## src/design/lbpe_pkg.sv

```systemverilog
// Package with shared types and constants for the link bandwidth probe engine.
`default_nettype none
package lbpe_pkg;
    localparam logic [2:0] FUNC_TICK   = 3'd0;
    localparam logic [2:0] FUNC_START  = 3'd1;
    localparam logic [2:0] FUNC_BEGIN  = 3'd2;
    localparam logic [2:0] FUNC_ACK    = 3'd3;
    localparam logic [2:0] FUNC_DATA   = 3'd4;
    localparam logic [2:0] FUNC_REPORT = 3'd5;

    localparam logic [2:0] KIND_NONE   = 3'd0;
    localparam logic [2:0] KIND_BEGIN  = 3'd1;
    localparam logic [2:0] KIND_ACK    = 3'd2;
    localparam logic [2:0] KIND_DATA   = 3'd3;
    localparam logic [2:0] KIND_REPORT = 3'd4;

    localparam logic [2:0] MODE_IDLE    = 3'd0;
    localparam logic [2:0] MODE_WACK    = 3'd1;
    localparam logic [2:0] MODE_SEND    = 3'd2;
    localparam logic [2:0] MODE_WREP    = 3'd3;
    localparam logic [2:0] MODE_COUNT   = 3'd4;
    localparam logic [2:0] MODE_DONE_TX = 3'd5;
    localparam logic [2:0] MODE_DONE_RX = 3'd6;
    localparam logic [2:0] MODE_HOLD    = 3'd7;

    localparam logic [2:0] REG_PACKETS  = 3'd0;
    localparam logic [2:0] REG_BYTES    = 3'd1;
    localparam logic [2:0] REG_INTERVAL = 3'd2;
    localparam logic [2:0] REG_TIMEOUT  = 3'd3;
    localparam logic [2:0] REG_IDLE     = 3'd4;
    localparam logic [2:0] REG_HOLDOFF  = 3'd5;

    localparam logic [15:0] DEFAULT_PACKETS = 16'd200;
    localparam logic [15:0] DEFAULT_BYTES   = 16'd8192;

    // Input request payload.
    typedef struct packed {
        logic [2:0]  func;
        logic [15:0] peer_packets;
        logic [15:0] peer_packet_bytes;
        logic [15:0] peer_received_count;
        logic [31:0] peer_bandwidth;
        logic [15:0] peer_loss;
    } t_in;

    // Output request payload.
    typedef struct packed {
        logic [2:0]  send_kind;
        logic [15:0] packet_id;
        logic [15:0] message_bytes;
        logic [15:0] report_count;
        logic [15:0] report_expected;
        logic [31:0] report_bandwidth;
        logic [15:0] report_loss;
        logic [2:0]  mode;
        logic        timed_out;
        logic        last;
    } t_out;

    // Commands from the controller to the datapath.
    typedef struct packed {
        logic start;   // load operands and start report arithmetic
        logic step;    // advance the arithmetic
    } t_cmd;

    // Status from the datapath.
    typedef struct packed {
        logic        done;
        logic [31:0] bandwidth;
        logic [15:0] loss;
    } t_stat;
endpackage
`default_nettype wire

```

## src/design/lbpe_datapath.sv

```systemverilog
// Report arithmetic: shift-subtract divisions for loss and bandwidth.
`default_nettype none
module lbpe_datapath
    import lbpe_pkg::*;
#(
    parameter int COUNT_BITS = 16,
    parameter int TIME_BITS  = 32
) (
    input  wire logic                  i_clk,
    input  wire logic                  i_rst_n,
    input  wire t_cmd                  i_cmd,
    input  wire logic [COUNT_BITS-1:0] i_received,
    input  wire logic [15:0]           i_expected,
    input  wire logic [15:0]           i_size,
    input  wire logic [TIME_BITS-1:0]  i_span,
    output t_stat                      o_stat
);
    // Numerator kb*256000*r fits within 16+16+18+COUNT_BITS bits.
    localparam int NW = 50 + COUNT_BITS;
    localparam int DW = TIME_BITS + COUNT_BITS + 1;
    localparam int CW = $clog2(NW + 1);

    logic [2:0]      r_phase, n_phase;
    logic [CW-1:0]   r_cnt, n_cnt;
    logic [NW-1:0]   r_num, n_num;
    logic [DW-1:0]   r_den, n_den;
    logic [DW:0]     r_rem, n_rem;
    logic [NW-1:0]   r_quo, n_quo;
    logic [15:0]     r_lrem, n_lrem;
    logic [16:0]     r_lquo, n_lquo;
    logic [4:0]      r_lcnt, n_lcnt;
    logic [31:0]     r_kb, n_kb;
    logic [31:0]     r_bw, n_bw;
    logic [15:0]     r_loss, n_loss;
    logic            r_sat, n_sat;
    logic [DW:0]     w_trial;
    logic [16:0]     w_ltrial;

    localparam logic [2:0] PH_IDLE = 3'd0;
    localparam logic [2:0] PH_KB   = 3'd1;
    localparam logic [2:0] PH_M1   = 3'd2;
    localparam logic [2:0] PH_M2   = 3'd3;
    localparam logic [2:0] PH_DIV  = 3'd4;
    localparam logic [2:0] PH_DONE = 3'd5;

    // Sequencing of the multiply and divide steps.
    always_comb begin
        n_phase = r_phase; n_cnt = r_cnt; n_num = r_num; n_den = r_den;
        n_rem = r_rem; n_quo = r_quo; n_lrem = r_lrem; n_lquo = r_lquo;
        n_lcnt = r_lcnt; n_kb = r_kb; n_bw = r_bw; n_loss = r_loss; n_sat = r_sat;
        w_trial = {r_rem[DW-1:0], r_num[NW-1]};
        w_ltrial = {r_lrem, 1'b0};
        if (i_cmd.start) begin
            n_phase = PH_KB;
            n_kb = 32'(({16'd0, i_received} * 32'(i_size)) >> 10);
            n_den = DW'(i_span) * DW'({1'b0, i_received} + 1'b1);
            n_sat = (i_span == '0);
            n_rem = '0; n_quo = '0; n_cnt = '0;
            n_lcnt = '0; n_lquo = '0; n_lrem = '0;
            if (i_expected != 16'd0 && 32'(i_received) < 32'(i_expected)) begin
                n_lrem = 16'(32'(i_expected) - 32'(i_received));
            end else begin
                n_lcnt = 5'd17;
            end
        end else if (i_cmd.step) begin
            // Loss: restoring division of diff*65536 by expected, one bit a step.
            if (r_lcnt < 5'd17) begin
                if (r_lcnt == 5'd0) begin
                    n_lrem = r_lrem;
                    n_lquo = '0;
                end else begin
                    if (w_ltrial >= {1'b0, i_expected}) begin
                        n_lrem = 16'(w_ltrial - {1'b0, i_expected});
                        n_lquo = {r_lquo[15:0], 1'b1};
                    end else begin
                        n_lrem = w_ltrial[15:0];
                        n_lquo = {r_lquo[15:0], 1'b0};
                    end
                end
                n_lcnt = r_lcnt + 5'd1;
            end
            unique case (r_phase)
                PH_KB: begin
                    n_num = NW'(r_kb) * NW'(18'd256000);
                    n_phase = PH_M1;
                end
                PH_M1: begin
                    n_num = NW'(r_num[47:0] * 64'(i_received));
                    n_phase = PH_M2;
                end
                PH_M2: n_phase = PH_DIV;
                PH_DIV: begin
                    if (w_trial >= {1'b0, r_den}) begin
                        n_rem = w_trial - {1'b0, r_den};
                        n_quo = {r_quo[NW-2:0], 1'b1};
                    end else begin
                        n_rem = w_trial;
                        n_quo = {r_quo[NW-2:0], 1'b0};
                    end
                    n_num = {r_num[NW-2:0], 1'b0};
                    n_cnt = r_cnt + 1'b1;
                    if (r_cnt == CW'(NW - 1)) n_phase = PH_DONE;
                end
                PH_DONE: begin
                    if (r_sat || r_quo[NW-1:32] != '0) n_bw = 32'hFFFF_FFFF;
                    else n_bw = r_quo[31:0];
                    n_loss = (r_lcnt == 5'd17 && r_lquo[16] == 1'b0) ? r_lquo[15:0] :
                             16'd0;
                    if (i_expected == 16'd0 || 32'(i_received) >= 32'(i_expected))
                        n_loss = 16'd0;
                    n_phase = PH_IDLE;
                end
                default: n_phase = PH_IDLE;
            endcase
        end
    end

    always_ff @(posedge i_clk) begin
        if (!i_rst_n) begin
            r_phase <= PH_IDLE;
            r_cnt <= '0;
            r_lcnt <= '0;
        end else begin
            r_phase <= n_phase;
            r_cnt <= n_cnt;
            r_lcnt <= n_lcnt;
        end
        r_num <= n_num; r_den <= n_den; r_rem <= n_rem; r_quo <= n_quo;
        r_lrem <= n_lrem; r_lquo <= n_lquo; r_kb <= n_kb; r_bw <= n_bw;
        r_loss <= n_loss; r_sat <= n_sat;
    end

    assign o_stat.done = (r_phase == PH_IDLE);
    assign o_stat.bandwidth = r_bw;
    assign o_stat.loss = r_loss;
endmodule
`default_nettype wire

```

## config.mk

```make
export PLATFORM = sky130hd
export DESIGN_NAME = lbpe_datapath
export DESIGN_NICKNAME = d
export VERILOG_FILES = /design/src/design/lbpe_pkg.sv /design/src/design/lbpe_datapath.sv
export SDC_FILE = /design/constraint.sdc
export NUM_CORES = 2
export LEC_CHECK = 0
export BUFFER_PORTS_ARGS = -buffer_cell sky130_fd_sc_hd__buf_2
export CAP_MARGIN = 15
export CELL_PAD_IN_SITES_DETAIL_PLACEMENT = 1
export CELL_PAD_IN_SITES_GLOBAL_PLACEMENT = 1
export CORE_AREA = 2 2 363 365
export CTS_CLUSTER_SIZE = 20
export DETAILED_ROUTE_END_ITERATION = 10
export DIE_AREA = 0 0 365 367
export GPL_TIMING_DRIVEN = 0
export PLACE_DENSITY = 0.94
export SYNTH_ARGS = -nofsm -noshare
export SYNTH_HDL_FRONTEND = slang
export SYNTH_SLANG_ARGS = --single-unit
```

## constraint.sdc

```tcl
create_clock -name i_clk -period 14 [get_ports i_clk]
set_clock_uncertainty 0.15 [all_clocks]
set_input_delay 2.1 -clock i_clk [delete_from_list [all_inputs] [get_ports i_clk]]
set_output_delay 2.1 -clock i_clk [all_outputs]
set_load 0.01 [all_outputs]
```

==> results of run 1 <==
logic make-up after synthesis:
family | synth area share [%]
multiplexers | 0.225
buffers and inverters | 11.6
AO/OA/AOI/OAI | 8.72
flip-flops | 12.7
adder cells (fa/ha/maj) | 47.5
XOR/XNOR | 2.62
AND/OR/NAND/NOR | 16.7
metrics by stage:
stage	util [%]	hold slack [ns]	instances	setup slack, ns	cell area [um2]
after detailed placement	56.7	0.309	10042	1.77	74000
after CTS	57.8	0.300	10120	2.10	75400
after floorplan	-	0.287	8168	4.69	71100
after global placement	56.6	0.299	10033	2.35	73800
routing by layer:
| metal | GRT usage [%] | GRT overflow |
|---|---|---|
| met1 | 69.1 | 0 |
| met2 | 80.9 | 4 |
| met3 | 63.6 | 6 |
| met4 | 63.8 | 5 |
| met5 | 52.4 | 0 |
==> metrics, run 1 <==
outcome=stopped before the end; Fail Step=global routing (5_1_grt); Halt Reason=[ERROR GRT-0232] Routing congestion too high. Check the congestion heatmap in the GUI.; ranking of synthesized cells by area=fa_1, inv_1, ha_1; most frequent cell after synthesis=inv_1; antenna violations before repair=74; clk root buf=clkbuf_16; Post-Syn Area=~71000 um2; initial core utilization=about 54%; GRT Util Overall=70.1%; Die W=365 um; post-CTS setup buffers=0; CTS buffer count=42; number of synthesized flops with an enable pin=202; Port Buffers=110; Seq/Total Area, Yosys=about an eighth; I/O pin cnt=between 100 and 150; gr ovfl total=15; main flop type after synthesis=edfxtp_1; FP Rows=133; Post-synth top cells=inv_1, nand2_1, fa_1, and2_1, ha_1; Ys Warns=0; die height=between 300 and 400 um; Seq cells post-synth=349; Post-CTS Resized=0; Mapped Cells=8168; # clock sinks=349; largest net degree at the start of global routing=74; cts hold-fix bufs=0; routability congestion estimate=just under 1; CTS Buffer Depth=3; Detail Placement HPWL=235 mm; area share of the largest cell type after synthesis=38.4%; Synth Net Count=approximately 10000; Async S/R FF share, synth=0%; count of cell types in the netlist=around 80; cell accounting for the most synthesized area=fa_1; # H-tree levels=2; Avg Inst Size Synth=8.70 um2
==> run 2: changes to the inputs <==
==> config.mk (replaced) <==
export PLATFORM = sky130hd
export DESIGN_NAME = lbpe_datapath
export DESIGN_NICKNAME = d
export VERILOG_FILES = /design/src/design/lbpe_pkg.sv /design/src/design/lbpe_datapath.sv
export SDC_FILE = /design/constraint.sdc
export NUM_CORES = 2
export LEC_CHECK = 0
export BUFFER_PORTS_ARGS = -buffer_cell sky130_fd_sc_hd__buf_2
export CAP_MARGIN = 15
export CORE_AREA = 2 2 425 427
export DETAILED_ROUTE_END_ITERATION = 10
export DIE_AREA = 0 0 427 429
export GPL_TIMING_DRIVEN = 0
export PLACE_DENSITY_LB_ADDON = 0.15
export SYNTH_ARGS = -nofsm -noshare
export SYNTH_HDL_FRONTEND = slang
export SYNTH_SLANG_ARGS = --single-unit
==> run 2 against run 1 <==
The run now ends clean. Synthesized cell count unchanged. Area after synthesis is the same.
==> metrics, run 2 <==
RSZ-0062 raised after global routing=false; largest net degree at the start of global routing=45; # H-tree levels=2; Mapped Cells=around 8000; CTS tree=yes; commonest non-fill, non-tap cells in the layout=inv_1, nand2_1, fa_1, and2_1, ha_1; number of synthesized flops with an enable pin=202; r2r startpoint=r_num[30]; count of cell types in the netlist=just under 80; fillers=18042; drt pass-1 iters=5; ranking of synthesized cells by area=fa_1, inv_1, ha_1; Critical-path top delay cell=clkbuf_1; Ys Warns=0; Total Wirelength=232 mm; GR Util met3=3.93%; CP required=14.15 ns; Detail Placement HPWL=193 mm; die height=429 um; Setup crit end kind=flop; kind of start point of the critical path=input port; commonest non-fill, non-tap cell in the layout=inv_1; Post-Syn Area=between 70000 and 80000 um2; outcome=complete, no violations; fraction of layout cells with a size suffix above 1=2.68%; Crit path top cell by count=fa_1; Seq cells post-synth=349; fin nets=10304; Async S/R FF share, synth=0%; global route hottest layer=met2; period utilisation layout=85.4%; post-CTS setup buffers=0; R2R cell count=24; FP Rows=roughly 160; met1 Usage GRT=approximately 37%; pins over their slew limit=0; CP max stage delay=0.76 ns; CTS buffer count=46; WHS Endpoint=r_quo[29]; initial core utilization=39.9%; Post-CTS Resized=0; Port Buffers=110; Avg Inst Size Synth=8.70 um2; Arr. time, crit path=12.11 ns; I/O pin cnt=133; critical path class=input port to flop; min Tclk post-route=11.96 ns; GRT Util Overall=25.4%; die area=183000 um2; Final setup viols=0; FF-to-FF End=r_num[61]; Worst-Margin Slew=1.25 ns; gr ovfl total=0; cell accounting for the most synthesized area=fa_1; routability congestion estimate=0.960; Fmax=~84 MHz; vias=56111; grt met2 use=around two fifths; global-route wire length before repair=around 350 mm; drt wl/cell=between 20 and 25 um; area share of the largest cell type after synthesis=38.4%; Die W=~430 um; main flop type after synthesis=edfxtp_1; Layout area overhead=7.56%; Hold Crit Depth=2; cts hold-fix bufs=0; Max Cap Viol=0; Clock Latency Late Sink=0.64 ns; core area=178000 um2; CTS Buffer Depth=3; post-route cell area=76500 um2; Post-synth top cells=inv_1, nand2_1, fa_1, and2_1, ha_1; drt via density=5.22; hold crit path type=flop to flop; DRT antenna net count=0; Seq/Total Area, Yosys=12.7%; DRT iter0 DRCs=4545; Clock transition at path regs=0.06 ns; Synth Net Count=roughly 10000; clk root buf=clkbuf_16; worst-path fanout max=10; largest registers=r_num x66, r_quo x66; worst hold start=r_quo[28]; most frequent cell after synthesis=inv_1; drt drc=0; placed instance area=between 70000 and 80000 um2; R2R setup slack=5.04 ns; Final Hold Vio Count=0; antenna violations before repair=27; final setup TNS=0 ns; number of global-route vias before repair=57665; # clock sinks=between 300 and 400; Slew HR=15.8%
[run 2: cell counts after synthesis]
Identical to the previous run, type by type.
[run 2: metrics by stage]
step | setup WS (ns) | util (%) | instances | hold slack, ns
after floorplan | 4.69 | - | 8168 | 0.287
after global placement | 1.56 | 41.9 | 10633 | 0.301
after detailed placement | 1.54 | 42.0 | 10647 | 0.308
after CTS | 2.19 | 42.9 | 10733 | 0.311
after global routing | 1.69 | 42.9 | 10744 | 0.333
final | 2.04 | 42.9 | 10753 | 0.313
[run 2: area by class of cell]
| cell class | instances | area, um2 | area share [%] |
|---|---|---|---|
| diodes | 17 | 42.5 | 0.0556 |
| plain buffers | 432 | 1630 | 2.13 |
| repair buffers | 127 | 793 | 1.04 |
| multi-input cells | 5627 | 53900 | 70.5 |
| well taps | 2355 | 2950 | 3.85 |
| clock buffers | 62 | 1240 | 1.63 |
| clock inverters | 24 | 304 | 0.398 |
| flip-flops and latches | 349 | 9010 | 11.8 |
| inverters | 1760 | 6610 | 8.64 |
[run 2: kinds of logic (layout without fill, tap and decap cells)]
logic type	after synthesis	count (layout)	synth area share, %
XOR/XNOR	213	213	2.62
buffers and inverters	2192	2405	11.6
AO/OA/AOI/OAI	971	971	8.72
adder cells (fa/ha/maj)	1877	1877	47.5
flip-flops	349	349	12.7
other	0	17	0
multiplexers	16	16	0.225
AND/OR/NAND/NOR	2550	2550	16.7
[run 2: critical path, delay by kind of cell]
| family | cells | cell delay, ns |
|---|---|---|
| buffers and inverters | 7 | 1.43 |
| and+or+nand+nor | 6 | 1.68 |
| AOI/OAI and AO/OA | 7 | 2.92 |
| xor gates and xnor gates | 1 | 0.70 |
| adders and majority gates | 7 | 3.23 |
[run 2: how the worst max path moves through the flow]
stage / from / to / slack, ns / cells past startpoint
CTS: i_received[3] / r_den[36] / 2.19 / 28
floorplan: i_received[2] / r_den[48] / 4.69 / 29
finish: i_received[3] / r_den[42] / 2.04 / 28
global placement: i_received[3] / r_den[42] / 1.56 / 29
detailed placement: i_received[3] / r_den[36] / 1.54 / 28
global route: i_received[3] / r_den[42] / 1.69 / 28
[run 2: per-layer routing]
layer,wire (um),up-vias
met4,8930,4
met1,105000,28478
met3,17200,309
met2,101000,1978
met5,31,-
li1,-,25342
Power of run 2 is left out: the tool's default activity adds up to more than one toggle a clock period on the data nets, which glitch-free logic cannot reach.
