--- config.mk ---
export PLATFORM = sky130hd
export DESIGN_NAME = lbpe_ctrl_flat
export DESIGN_NICKNAME = d
export VERILOG_FILES = /design/src/design/lbpe_pkg.sv /design/src/design/lbpe_stream_if.sv /design/src/design/lbpe_ctrl.sv /design/src/flat_wrapper.sv
export SDC_FILE = /design/constraint.sdc
export NUM_CORES = 2
export LEC_CHECK = 0
export BUFFER_PORTS_ARGS = -buffer_cell sky130_fd_sc_hd__buf_4
export CAP_MARGIN = 20
export CELL_PAD_IN_SITES_DETAIL_PLACEMENT = 0
export CELL_PAD_IN_SITES_GLOBAL_PLACEMENT = 1
export CORE_ASPECT_RATIO = 2
export CORE_MARGIN = 4
export CORE_UTILIZATION = 30
export CTS_BUF_LIST = sky130_fd_sc_hd__clkbuf_16
export CTS_CLUSTER_SIZE = 12
export DETAILED_ROUTE_END_ITERATION = 12
export GPL_TIMING_DRIVEN = 0
export PLACE_DENSITY = 0.63
export SLEW_MARGIN = 10
export SYNTH_ARGS = -nofsm -noshare
export SYNTH_HDL_FRONTEND = slang
export SYNTH_SLANG_ARGS = --single-unit
--- constraint.sdc ---
create_clock -name i_clk -period 13.38 [get_ports i_clk]
set_input_delay 1.338 -clock i_clk [delete_from_list [all_inputs] [get_ports i_clk]]
set_output_delay 1.338 -clock i_clk [all_outputs]
set_load 0.005 [all_outputs]
--- src/design/lbpe_pkg.sv ---
// Package with shared types and constants for the link bandwidth probe engine.
`default_nettype none
package lbpe_pkg;
    localparam logic [2:0] FUNC_TICK   = 3'd0;
    localparam logic [2:0] FUNC_START  = 3'd1;
    localparam logic [2:0] FUNC_BEGIN  = 3'd2;
    localparam logic [2:0] FUNC_ACK    = 3'd3;
    localparam logic [2:0] FUNC_DATA   = 3'd4;
    localparam logic [2:0] FUNC_REPORT = 3'd5;

    localparam logic [2:0] KIND_NONE   = 3'd0;
    localparam logic [2:0] KIND_BEGIN  = 3'd1;
    localparam logic [2:0] KIND_ACK    = 3'd2;
    localparam logic [2:0] KIND_DATA   = 3'd3;
    localparam logic [2:0] KIND_REPORT = 3'd4;

    localparam logic [2:0] MODE_IDLE    = 3'd0;
    localparam logic [2:0] MODE_WACK    = 3'd1;
    localparam logic [2:0] MODE_SEND    = 3'd2;
    localparam logic [2:0] MODE_WREP    = 3'd3;
    localparam logic [2:0] MODE_COUNT   = 3'd4;
    localparam logic [2:0] MODE_DONE_TX = 3'd5;
    localparam logic [2:0] MODE_DONE_RX = 3'd6;
    localparam logic [2:0] MODE_HOLD    = 3'd7;

    localparam logic [2:0] REG_PACKETS  = 3'd0;
    localparam logic [2:0] REG_BYTES    = 3'd1;
    localparam logic [2:0] REG_INTERVAL = 3'd2;
    localparam logic [2:0] REG_TIMEOUT  = 3'd3;
    localparam logic [2:0] REG_IDLE     = 3'd4;
    localparam logic [2:0] REG_HOLDOFF  = 3'd5;

    localparam logic [15:0] DEFAULT_PACKETS = 16'd200;
    localparam logic [15:0] DEFAULT_BYTES   = 16'd8192;

    // Input request payload.
    typedef struct packed {
        logic [2:0]  func;
        logic [15:0] peer_packets;
        logic [15:0] peer_packet_bytes;
        logic [15:0] peer_received_count;
        logic [31:0] peer_bandwidth;
        logic [15:0] peer_loss;
    } t_in;

    // Output request payload.
    typedef struct packed {
        logic [2:0]  send_kind;
        logic [15:0] packet_id;
        logic [15:0] message_bytes;
        logic [15:0] report_count;
        logic [15:0] report_expected;
        logic [31:0] report_bandwidth;
        logic [15:0] report_loss;
        logic [2:0]  mode;
        logic        timed_out;
        logic        last;
    } t_out;

    // Commands from the controller to the datapath.
    typedef struct packed {
        logic start;   // load operands and start report arithmetic
        logic step;    // advance the arithmetic
    } t_cmd;

    // Status from the datapath.
    typedef struct packed {
        logic        done;
        logic [31:0] bandwidth;
        logic [15:0] loss;
    } t_stat;
endpackage
`default_nettype wire

--- src/design/lbpe_stream_if.sv ---
// Valid/ready stream interface carrying one payload type.
`default_nettype none
interface lbpe_stream_if #(parameter type T = logic) ();
    logic valid;
    logic ready;
    T     data;
    modport source (output valid, output data, input ready);
    modport sink (input valid, input data, output ready);
endinterface
`default_nettype wire

--- src/design/lbpe_ctrl.sv ---
// Controller: protocol state, timers, counters and result sequencing.
`default_nettype none
module lbpe_ctrl
    import lbpe_pkg::*;
#(
    parameter int MAX_BURST  = 16,
    parameter int COUNT_BITS = 16,
    parameter int TIME_BITS  = 32
) (
    input  wire logic                  i_clk,
    input  wire logic                  i_rst_n,
    lbpe_stream_if.sink                in_if,
    lbpe_stream_if.source              out_if,
    input  wire logic [15:0]           i_cfg_packets,
    input  wire logic [15:0]           i_cfg_bytes,
    input  wire logic [23:0]           i_cfg_interval,
    input  wire logic [23:0]           i_cfg_timeout,
    input  wire logic [23:0]           i_cfg_idle,
    input  wire logic [23:0]           i_cfg_holdoff,
    output t_cmd                       o_cmd,
    input  wire t_stat                 i_stat,
    output logic [COUNT_BITS-1:0]      o_received,
    output logic [15:0]                o_expected,
    output logic [15:0]                o_size,
    output logic [TIME_BITS-1:0]       o_span
);
    localparam int BW = $clog2(MAX_BURST + 1);
    localparam logic [COUNT_BITS-1:0] CMAX = '1;

    // Sequencer states.
    localparam logic [2:0] S_IDLE  = 3'd0;
    localparam logic [2:0] S_EXEC  = 3'd1;
    localparam logic [2:0] S_BURST = 3'd2;
    localparam logic [2:0] S_CALC  = 3'd3;
    localparam logic [2:0] S_EMIT  = 3'd4;
    localparam logic [2:0] S_FIN   = 3'd5;
    localparam logic [2:0] S_LOAD  = 3'd6;

    logic [2:0]            r_state, n_state;
    t_in                   r_req, n_req;
    logic [2:0]            r_mode, n_mode;
    logic [TIME_BITS-1:0]  r_tick, n_tick, r_wait, n_wait, r_pace, n_pace;
    logic [TIME_BITS-1:0]  r_first, n_first, r_lastrx, n_lastrx, r_el, n_el;
    logic [COUNT_BITS-1:0] r_sent, n_sent, r_rcv, n_rcv;
    logic [15:0]           r_exp, n_exp, r_size, n_size;
    logic                  r_seen, n_seen, r_to, n_to;
    logic [31:0]           r_sbw, n_sbw;
    logic [15:0]           r_sloss, n_sloss, r_scnt, n_scnt, r_sexp, n_sexp;
    logic [BW-1:0]         r_n, n_n;
    logic                  r_ovalid, n_ovalid;
    t_out                  r_out, n_out;
    logic                  w_free;
    logic [TIME_BITS-1:0]  w_ival;
    logic [31:0]           w_rem, w_room;
    logic                  w_first, w_go, w_more, w_fin;

    assign w_free = !r_ovalid || out_if.ready;
    assign w_ival = TIME_BITS'(i_cfg_interval);
    assign in_if.ready = (r_state == S_IDLE);
    assign out_if.valid = r_ovalid;
    assign out_if.data = r_out;
    assign o_received = r_rcv;
    assign o_expected = r_exp;
    assign o_size = r_size;
    assign o_span = r_lastrx - r_first;

    // Builds one result from the given message and the current stored report.
    function automatic t_out mk(input logic [2:0] kind, input logic [15:0] id,
                                input logic [15:0] by, input logic [2:0] md,
                                input logic to, input logic lst,
                                input logic [15:0] sc, input logic [15:0] se,
                                input logic [31:0] sb, input logic [15:0] sl);
        t_out o;
        o.send_kind = kind; o.packet_id = id; o.message_bytes = by;
        o.report_count = sc; o.report_expected = se; o.report_bandwidth = sb;
        o.report_loss = sl; o.mode = md; o.timed_out = to; o.last = lst;
        return o;
    endfunction

    // Burst decisions: send now, another packet follows, and whether this tick
    // completes the count (then every packet of the tick shows wait report).
    always_comb begin
        w_rem = 32'(r_exp) - 32'(r_sent);
        w_room = 32'(MAX_BURST) - 32'(r_n);
        w_first = (i_cfg_interval != 24'd0) && (r_sent == '0) && (r_n == '0);
        if (i_cfg_interval == 24'd0) begin
            w_go = (w_room != 32'd0) && (w_rem != 32'd0);
            w_more = (w_room > 32'd1) && (w_rem > 32'd1);
            w_fin = (w_rem <= w_room);
        end else if (w_first) begin
            w_go = 1'b1;
            w_more = 1'b0;
            w_fin = (w_rem <= 32'd1);
        end else begin
            w_go = (w_room != 32'd0) && (w_rem != 32'd0) && (r_el >= w_ival);
            w_more = (w_room > 32'd1) && (w_rem > 32'd1) && (r_el - w_ival >= w_ival);
            w_fin = (w_rem <= w_room) &&
                    (64'(w_rem) * 64'(i_cfg_interval) <= 64'(r_el));
        end
    end

    always_comb begin
        n_state = r_state; n_req = r_req; n_mode = r_mode; n_tick = r_tick;
        n_wait = r_wait; n_pace = r_pace; n_first = r_first; n_lastrx = r_lastrx;
        n_el = r_el; n_sent = r_sent; n_rcv = r_rcv; n_exp = r_exp; n_size = r_size;
        n_seen = r_seen; n_to = r_to; n_sbw = r_sbw; n_sloss = r_sloss;
        n_scnt = r_scnt; n_sexp = r_sexp; n_n = r_n;
        n_ovalid = r_ovalid && !out_if.ready; n_out = r_out;
        o_cmd = '0;
        unique case (r_state)
            S_IDLE: begin
                if (in_if.valid) begin
                    n_req = in_if.data;
                    n_state = S_EXEC;
                end
            end
            // Applies the event; single result or hands over to burst/report.
            S_EXEC: begin
                if (w_free) begin
                    n_to = 1'b0;
                    n_state = S_FIN;
                    unique case (r_req.func)
                        FUNC_TICK: begin
                            n_tick = r_tick + 1'b1;
                            n_state = S_FIN;
                            if (r_mode == MODE_WACK || r_mode == MODE_WREP) begin
                                if (r_tick + 1'b1 - r_wait > TIME_BITS'(i_cfg_timeout)) begin
                                    n_mode = MODE_IDLE; n_to = 1'b1;
                                end
                            end else if (r_mode == MODE_SEND) begin
                                n_n = '0;
                                n_el = r_tick + 1'b1 - r_pace;
                                n_state = S_BURST;
                            end else if (r_mode == MODE_COUNT) begin
                                if (!r_seen) begin
                                    if (r_tick + 1'b1 - r_wait >
                                        TIME_BITS'(i_cfg_timeout)) begin
                                        n_mode = MODE_IDLE; n_to = 1'b1;
                                    end
                                end else if (r_tick + 1'b1 - r_lastrx >
                                             TIME_BITS'(i_cfg_idle)) begin
                                    if (r_tick + 1'b1 - r_lastrx <
                                        TIME_BITS'(i_cfg_holdoff)) begin
                                        n_mode = MODE_HOLD; n_wait = r_tick + 1'b1;
                                    end else begin
                                        n_state = S_LOAD;
                                    end
                                end
                            end else if (r_mode == MODE_HOLD) begin
                                if (r_tick + 1'b1 - r_wait >=
                                    TIME_BITS'(i_cfg_holdoff)) begin
                                    n_state = S_LOAD;
                                end
                            end
                        end
                        FUNC_START: begin
                            if (r_mode == MODE_IDLE || r_mode == MODE_DONE_TX ||
                                r_mode == MODE_DONE_RX) begin
                                n_exp = (i_cfg_packets != 16'd0) ? i_cfg_packets :
                                        DEFAULT_PACKETS;
                                n_size = (i_cfg_bytes != 16'd0) ? i_cfg_bytes :
                                         DEFAULT_BYTES;
                                n_sent = '0; n_rcv = '0; n_pace = '0; n_first = '0;
                                n_lastrx = '0; n_seen = 1'b0;
                                n_sbw = '0; n_sloss = '0; n_scnt = '0; n_sexp = '0;
                                n_wait = r_tick; n_mode = MODE_WACK;
                                n_ovalid = 1'b1;
                                n_out = mk(KIND_BEGIN, n_exp, n_size, MODE_WACK, 1'b0,
                                           1'b1, 16'd0, 16'd0, 32'd0, 16'd0);
                                n_state = S_IDLE;
                            end
                        end
                        FUNC_BEGIN: begin
                            if (r_mode == MODE_IDLE || r_mode == MODE_DONE_TX ||
                                r_mode == MODE_DONE_RX) begin
                                n_exp = r_req.peer_packets;
                                n_size = r_req.peer_packet_bytes;
                                n_rcv = '0; n_seen = 1'b0; n_first = '0; n_lastrx = '0;
                                n_sbw = '0; n_sloss = '0; n_scnt = '0;
                                n_sexp = r_req.peer_packets;
                                n_wait = r_tick; n_mode = MODE_COUNT;
                                n_ovalid = 1'b1;
                                n_out = mk(KIND_ACK, 16'd0, n_size, MODE_COUNT, 1'b0,
                                           1'b1, 16'd0, n_sexp, 32'd0, 16'd0);
                                n_state = S_IDLE;
                            end
                        end
                        FUNC_ACK: begin
                            if (r_mode == MODE_WACK) n_mode = MODE_SEND;
                        end
                        FUNC_DATA: begin
                            if (r_mode == MODE_COUNT) begin
                                if (r_rcv < CMAX) n_rcv = r_rcv + 1'b1;
                                if (!r_seen) begin
                                    n_first = r_tick; n_seen = 1'b1;
                                end
                                n_lastrx = r_tick;
                                if (32'(n_rcv) >= 32'(r_exp)) begin
                                    if (TIME_BITS'(0) < TIME_BITS'(i_cfg_holdoff)) begin
                                        n_mode = MODE_HOLD; n_wait = r_tick;
                                    end else begin
                                        n_state = S_LOAD;
                                    end
                                end
                            end
                        end
                        FUNC_REPORT: begin
                            if (r_mode == MODE_WREP) begin
                                n_scnt = r_req.peer_received_count;
                                n_sexp = r_req.peer_packets;
                                n_sbw = r_req.peer_bandwidth;
                                n_sloss = r_req.peer_loss;
                                n_mode = MODE_DONE_TX;
                            end
                        end
                        default: begin
                        end
                    endcase
                end
            end
            // Sends probe packets, one per cycle unless the output stalls, up to
            // the burst limit; the final packet of the tick carries last.
            S_BURST: begin
                if (w_free) begin
                    if (w_go) begin
                        n_ovalid = 1'b1;
                        n_out = mk(KIND_DATA, 16'(r_sent), r_size,
                                   w_fin ? MODE_WREP : r_mode, 1'b0, !w_more,
                                   r_scnt, r_sexp, r_sbw, r_sloss);
                        n_sent = r_sent + 1'b1; n_n = r_n + 1'b1;
                        if (w_first) begin
                            n_pace = r_tick;
                        end else if (i_cfg_interval != 24'd0) begin
                            n_pace = r_pace + w_ival; n_el = r_el - w_ival;
                        end
                        if (!w_more) begin
                            if (w_fin) begin
                                n_mode = MODE_WREP; n_wait = r_tick;
                            end
                            n_state = S_IDLE;
                        end
                    end else begin
                        n_state = S_FIN;
                    end
                end
            end
            // Starts the report arithmetic once the counters have settled.
            S_LOAD: begin
                o_cmd.start = 1'b1;
                n_state = S_CALC;
            end
            S_CALC: begin
                o_cmd.step = 1'b1;
                if (i_stat.done && !o_cmd.start) n_state = S_EMIT;
            end
            S_EMIT: begin
                if (w_free) begin
                    n_sbw = i_stat.bandwidth; n_sloss = i_stat.loss;
                    n_scnt = 16'(r_rcv); n_sexp = r_exp;
                    n_mode = MODE_DONE_RX; n_seen = 1'b0;
                    n_first = '0; n_lastrx = '0;
                    n_ovalid = 1'b1;
                    n_out = mk(KIND_REPORT, 16'd0, r_size, MODE_DONE_RX, 1'b0, 1'b1,
                               16'(r_rcv), r_exp, i_stat.bandwidth, i_stat.loss);
                    n_state = S_IDLE;
                end
            end
            // Closing result for an event that sends nothing.
            S_FIN: begin
                if (w_free) begin
                    n_ovalid = 1'b1;
                    n_out = mk(KIND_NONE, 16'd0, 16'd0, r_mode, r_to, 1'b1,
                               r_scnt, r_sexp, r_sbw, r_sloss);
                    n_state = S_IDLE;
                end
            end
            default: n_state = S_IDLE;
        endcase
    end

    always_ff @(posedge i_clk) begin
        if (!i_rst_n) begin
            r_state <= S_IDLE; r_mode <= MODE_IDLE; r_tick <= '0; r_wait <= '0;
            r_pace <= '0; r_first <= '0; r_lastrx <= '0; r_sent <= '0; r_rcv <= '0;
            r_exp <= '0; r_size <= '0; r_seen <= 1'b0; r_to <= 1'b0; r_sbw <= '0;
            r_sloss <= '0; r_scnt <= '0; r_sexp <= '0; r_ovalid <= 1'b0;
            r_n <= '0;
        end else begin
            r_state <= n_state; r_mode <= n_mode; r_tick <= n_tick; r_wait <= n_wait;
            r_pace <= n_pace; r_first <= n_first; r_lastrx <= n_lastrx;
            r_sent <= n_sent; r_rcv <= n_rcv; r_exp <= n_exp; r_size <= n_size;
            r_seen <= n_seen; r_to <= n_to; r_sbw <= n_sbw; r_sloss <= n_sloss;
            r_scnt <= n_scnt; r_sexp <= n_sexp; r_ovalid <= n_ovalid;
            r_n <= n_n;
        end
        r_req <= n_req; r_el <= n_el; r_out <= n_out;
    end
endmodule
`default_nettype wire

--- src/flat_wrapper.sv ---
// flat-port wrapper written by rule: the top's interface ports become plain ports
module lbpe_ctrl_flat import lbpe_pkg::*;
#(
    parameter int MAX_BURST  = 16,
    parameter int COUNT_BITS = 16,
    parameter int TIME_BITS  = 32
)
  (i_clk, i_rst_n, i_cfg_packets, i_cfg_bytes, i_cfg_interval, i_cfg_timeout, i_cfg_idle, i_cfg_holdoff, o_cmd, i_stat, o_received, o_expected, o_size, o_span, in_if_valid, in_if_data, in_if_ready, out_if_valid, out_if_data, out_if_ready);
  lbpe_stream_if in_if_i ();
  lbpe_stream_if out_if_i ();
  input  wire logic i_clk;
  input  wire logic i_rst_n;
  input  wire logic [15:0] i_cfg_packets;
  input  wire logic [15:0] i_cfg_bytes;
  input  wire logic [23:0] i_cfg_interval;
  input  wire logic [23:0] i_cfg_timeout;
  input  wire logic [23:0] i_cfg_idle;
  input  wire logic [23:0] i_cfg_holdoff;
  output t_cmd o_cmd;
  input  wire t_stat i_stat;
  output logic [COUNT_BITS-1:0] o_received;
  output logic [15:0] o_expected;
  output logic [15:0] o_size;
  output logic [TIME_BITS-1:0] o_span;
  input wire logic [$bits(in_if_i.valid)-1:0] in_if_valid;
  input wire logic [$bits(in_if_i.data)-1:0] in_if_data;
  output wire logic [$bits(in_if_i.ready)-1:0] in_if_ready;
  output wire logic [$bits(out_if_i.valid)-1:0] out_if_valid;
  output wire logic [$bits(out_if_i.data)-1:0] out_if_data;
  input wire logic [$bits(out_if_i.ready)-1:0] out_if_ready;
  assign in_if_i.valid = in_if_valid;
  assign in_if_i.data = in_if_data;
  assign in_if_ready = in_if_i.ready;
  assign out_if_valid = out_if_i.valid;
  assign out_if_data = out_if_i.data;
  assign out_if_i.ready = out_if_ready;
  lbpe_ctrl #(.MAX_BURST(MAX_BURST), .COUNT_BITS(COUNT_BITS), .TIME_BITS(TIME_BITS)) u_core (.i_clk(i_clk), .i_rst_n(i_rst_n), .in_if(in_if_i), .out_if(out_if_i), .i_cfg_packets(i_cfg_packets), .i_cfg_bytes(i_cfg_bytes), .i_cfg_interval(i_cfg_interval), .i_cfg_timeout(i_cfg_timeout), .i_cfg_idle(i_cfg_idle), .i_cfg_holdoff(i_cfg_holdoff), .o_cmd(o_cmd), .i_stat(i_stat), .o_received(o_received), .o_expected(o_expected), .o_size(o_size), .o_span(o_span));
endmodule
* Yosys cells after proc, flatten, opt, wreduce, memory -nomap -nowiden *
Index checks and enable logic that the tools add are counted.

storage, ports and cells
  flip-flop bits (word level) = 190
  word-level logic and storage cells = 198

operators by class
  add/sub/neg operators = 11
  $mul = 1
  order comparisons = 11
  eq/ne operators = 39
  muxes and demuxes = 85
  bitwise logic cells = 1
  reduce and logical (&&, ||, !) cells = 38

operator list
  operator                                                         number
  2-to-1 mux 32 bit                                                25
  one-hot mux 32 bit (2 select lines)                              2
  subtractor 32 bit                                                4
  >= comparator 32 x 24 -> 1 bit                                   3
  2-to-1 mux 3 bit                                                 26
  > comparator 32 x 1 -> 1 bit, second input constant              2
  > comparator 32 x 24 -> 1 bit                                    2
  nonzero test 32 bit                                              2
  less-or-equal comparator 56 x 32 -> 1 bit                        1
  multiplier 32 x 24 -> 56 bit                                     1
  2-to-1 mux 16 bit                                                3
  adder 32 x 1 -> 32 bit, second input constant                    1
  adder 32 x 24 -> 32 bit                                          1
  less-or-equal comparator 32 x 1 -> 1 bit, second input constant  1
  less-or-equal comparator 32 bit                                  1
  less-than comparator 32 x 24 -> 1 bit                            1
  subtractor 32 x 24 -> 32 bit                                     1
  inequality test 2 x 1 -> 1 bit, second input constant            14
  2-to-1 mux 5 bit                                                 5
  logical NOT 24 bit                                               1
  nonzero test 24 bit                                              1
  equality test 3 bit, second input constant                       7
  one-hot mux 3 bit (6 select lines)                               1
  AND reduction 6 bit                                              3
  34 further kinds                                                 77

* Depth between registers and ports, before layout *
  word-level depth = 11
  depth in mapped cells = 48
  gate-level depth less buffers = 43

* Least setup slack after synthesis *
No wires, ideal clock.

  path type = register -> register
  from = register u_core.r_sent[0]
  to = register u_core.r_wait[0]
  data arrival time = 10.298 ns
  setup slack = 3.010 ns
  cell stages (with the launch flop) = 43
  path buffers = 5
  cell sequence = dfxtp_1 -> clkinv_1 -> clkbuf_1 -> ha_1 -> nor3b_1 -> and2_1 -> clkbuf_1 -> nand3b_1 -> clkbuf_1 -> nand2_1 -> inv_1 -> fa_1 -> fa_1 -> inv_1 -> fa_1 -> inv_1 -> fa_1 -> fa_1 -> [... 7 more ...] -> o21a_1 -> nand2_1 -> or4b_1 -> nand2_1 -> xnor2_1 -> ha_1 -> nand4_1 -> nor3_1 -> nand4_1 -> o31ai_1 -> o211ai_1 -> nor4_1 -> nand4_1 -> and4b_1 -> nor2_1 -> nor2_1 -> buf_2 -> mux2i_1

between the ends
  word-level cells in the longest chain between the ends = 8
  elaborated cells on any way between the ends = 25

ends and longest elaborated chain
  what                                                                                             RTL line                                           text
  from (decl)                                                                                      lbpe_ctrl.sv:44                                    logic [COUNT_BITS-1:0] r_sent, n_sent, r_rcv, n_rcv;
  from (signal assigned)                                                                           lbpe_ctrl.sv:291                                   r_sent <= n_sent; r_rcv <= n_rcv; r_exp <= n_exp; r_size <= n_size;
  subtractor 1 x 16 -> 17 bit                                                                      lbpe_ctrl.sv:83                                    w_rem = 32'(r_exp) - 32'(r_sent);
  multiplier 32 x 24 -> 56 bit, or another cell as far along                                       lbpe_ctrl.sv:98                                    (64'(w_rem) * 64'(i_cfg_interval) <= 64'(r_el));
  less-or-equal comparator 56 x 32 -> 1 bit, or another cell as far along                          lbpe_ctrl.sv:98
  logical AND 1 bit, on equally long branches                                                      lbpe_ctrl.sv:97, lbpe_ctrl.sv:95, lbpe_ctrl.sv:96
  2-to-1 mux 1 bit                                                                                 lbpe_ctrl.sv:90                                    end else if (w_first) begin
  2-to-1 mux 1 bit                                                                                 lbpe_ctrl.sv:86                                    if (i_cfg_interval == 24'd0) begin
  inequality test 2 x 1 -> 1 bit (no source line) / inequality test 2 bit (equally long branches)  -
  AND reduction 12 bit (no source line) (*)                                                        -
  to (signal assigned)                                                                             lbpe_ctrl.sv:289                                   r_state <= n_state; r_mode <= n_mode; r_tick <= n_tick; r_wait <= n_wait;
  to (decl)                                                                                        lbpe_ctrl.sv:42                                    logic [TIME_BITS-1:0] r_tick, n_tick, r_wait, n_wait, r_pace, n_pace;

Mark *: on every way between the ends. The rest lies on a longest branch, timed or not.
A chain may end at the register's enable or synchronous reset.

* Worst setup path after layout *
Same ends and word-level chain as after synthesis.

==> run metrics <==
Static Leak between 20 and 25 nW; routed vias 31,695; Psw 0.554 mW; worst-margin pin slew ~1.1 ns; vias in the first global route between 30,000 and 40,000; Max VDD drop between 90 and 100 µV; largest net degree at the start of global routing 24; maximum clock path buffer count 2; RSZ-0062 raised after global routing false; Mean Syn Cell Area 8.26 µm²; CTS Buf Count 17; R2R Path Start u_core.r_sent[0]; Root Buffer clkbuf_16; Power Density 36.4 mW/mm²; Hold Vio Cnt, Final 0; Initial Util 0.303; Total Power 1.49 mW; Worst Path Required 13.78 ns; FF-to-FF End u_core.r_wait[0]; die area 0.129 mm²; routed vias/inst 5.06; cell area after synthesis 0.0370 mm²; commonest non-fill, non-tap cells in the layout 806 x inv_1, 505 x fa_1, 421 x ha_1; worst-skew pair later-pin latency 0.47 ns; first-pass GRT wire length 219,000 µm; highest-delay cell along the critical path nor4_4; area grow syn2layout 11.0%; clock power share 0.336; DRC viols 0; Ys Warns 0; switch share 0.371; share of the yosys chip area belonging to registers 0.0940; critical path peak fanout 20; outcome finished, final reports clean; commonest non-fill, non-tap cell in the layout inv_1; GRT overflow 0; design internal power around 0.94 mW; CTS tree done; combinational share of power 0.332; Worst slew margin 0.240; reg2reg setup slack roughly 0.37 ns; Cells after Synth 4,474; Setup violations, final 0; Placeable Area 0.122 mm²; io pins ~270; initial antenna violation count 3; WL/cell 24.0 µm; Final Max Tran Viols 0; global-route usage over all layers 0.230; Critical Path Start u_core.r_sent[0]; die height about 500 µm; worst-case reg-to-reg path depth roughly 40; number of flops mapped to enable cells by yosys 33; crit start category flop; # fillers 12,997; Setup CP Type reg -> reg; setup TNS 0 ns; part of the power in registers 0.332; Clock transition at path regs 0.08 ns; fin area 0.0410 mm²; GPL Wtd Cong about 0.96; die width about 260 µm; initial drt markers 1,471; Setup crit end u_core.r_wait[0]; layout cell share with drive strength beyond 1 0.0737; Tmin final 13.01 ns; Antenna Nets Post-Route 0; CTS Sinks about 160; Min Hold Slack about 0.47 ns; DR pass1 iterations 5; Slowest Stage Delay on Critical Path around 0.62 ns; ys async rst share 0; max_cap viols 0; PortBufs 81; final-stage net count 5,793; Post-DP HPWL 131,000 µm; post-route setup slack 0.366 ns; pre-CTS setup slack -2.88 ns; Hold Path Class reg -> reg; CP most frequent cell fa_1; Top FF cell, synth dfxtp_1; Synth cell types 96; crit path DAT 13.41 ns; DP Area 0.0402 mm²; CTS H-Tree Depth 4; critical path endpoint category flop; Yosys reg bits between 150 and 200; clk_skew 0.0125 ns; final worst-path cycle share 0.973; row count 181; fmax 76.8 MHz; Detailed Route WL 150,000 µm
==> worst min path at each step <==
| stage | from | cells after the start | endpoint |
|---|---|---|---|
| after floorplan | u_core.r_wait[0] | 2 | u_core.r_wait[0] |
| after global placement | u_core.r_wait[0] | 2 | u_core.r_wait[0] |
| after detailed placement | u_core.r_wait[0] | 2 | u_core.r_wait[0] |
| after CTS | u_core.r_wait[0] | 2 | u_core.r_wait[0] |
| after global routing | u_core.r_wait[0] | 2 | u_core.r_wait[0] |
| final | u_core.r_wait[0] | 2 | u_core.r_wait[0] |
==> registers in the layout, summed over array words and instances, names as in the netlist, 3 cells and up <==
register	count
u_core.r_state	3
u_core.r_n	5
u_core.r_mode	3
u_core.r_sent	16
u_core.r_tick	32
u_core.r_el	32
u_core.r_wait	32
u_core.r_pace	32
==> kinds of logic (layout without fill, tap and decap cells) <==
group	Yosys count	in the layout	share of synthesized area
compound gates	818	818	0.141
xor+xnor	247	247	0.0587
fa+ha+maj	928	928	0.417
buf+inv	1071	1214	0.118
flops	157	157	0.0940
mux	23	23	0.00636
other cells	1	87	0.000101
simple gates	1229	1229	0.165
==> power groups by stage <==
stage	clock, mW	sequential, mW	combinational, mW
floorplan	0	0.505	0.314
global placement	0	0.506	0.491
detailed placement	0	0.506	0.497
CTS	0.515	0.495	0.500
global route	0.529	0.496	0.546
finish	0.502	0.496	0.497
==> layer usage <==
layer / part of all wire / wire length, µm / up-vias / GRT usage
li1: - / - / 14806 / -
met1: 0.29 / 43700 / 15545 / 0.193
met2: 0.56 / 83700 / 898 / 0.456
met3: 0.029 / 4390 / 446 / 0.0187
met4: 0.12 / 18200 / 0 / 0.223
met5: 0 / 0 / - / 0
==> area by class of cell <==
class	count	area, µm²	area share
Clock buffer	17	425	0.0104
Buffer	257	1340	0.0327
Tap cell	1555	1950	0.0474
Antenna cell	7	17.5	0.000427
Sequential cell	157	3470	0.0847
Inverter	809	3050	0.0742
Clock inverter	15	136	0.00332
Multi-Input combinational cell	3325	29700	0.723
Timing Repair Buffer	116	980	0.0239
==> worst max-delay path, delay by kind of cell (launching register included) <==
| kind | cells | cell delay (ns) |
|---|---|---|
| AOI/OAI and AO/OA | 6 | 1.44 |
| xor gates and xnor gates | 2 | 0.35 |
| adders and majority gates | 10 | 4.58 |
| buffers and inverters | 7 | 1.09 |
| DFF | 1 | 0.40 |
| muxes | 1 | 0.21 |
| and+or+nand+nor | 15 | 4.83 |
==> repair_timing <==
item / in CTS / in global routing
endpoints found under the setup margin: 35 / 35
pin swaps: 3 / 1
resized for setup: 23 / 22
buffers inserted: 7 / 3
hold buffers: 0 / 0
==> cell usage after synthesis (9+ instances only) <==
master	number	area, µm²
nor2b_1	31	194
o21ai_1	10	50.1
nor4_1	22	138
and3_1	21	131
edfxtp_1	33	991
o211ai_1	15	113
a211oi_1	85	638
nand3b_1	11	82.6
dfxtp_1	124	2480
o31ai_1	16	120
buf_2	27	135
o21bai_1	28	210
nand2b_1	24	150
buf_4	86	646
and4_1	18	158
fa_1	507	10100
nor2_1	233	875
inv_1	807	3030
clkbuf_1	146	548
xor2_1	99	867
o31a_1	9	78.8
nor3_1	52	260
o21ai_0	149	746
mux2i_1	19	190
ha_1	421	5270
a21oi_1	281	1410
a21o_1	78	586
a2111oi_0	13	114
a31oi_1	21	131
xnor2_1	147	1290
o21a_1	32	240
nand4_1	54	338
or3_1	36	225
nand3_1	66	330
nand2_1	417	1570
and2_1	203	1270
==> metrics by stage <==
stage | util | std cells
2_1_floorplan | - | 4553
3_3_place_gp | 0.326 | 6189
3_5_place_dp | 0.329 | 6214
4_1_cts | 0.335 | 6250
5_1_grt | 0.336 | 6252
6_report | 0.336 | 6258
Note: power is estimated with default switching activity, not from simulation.
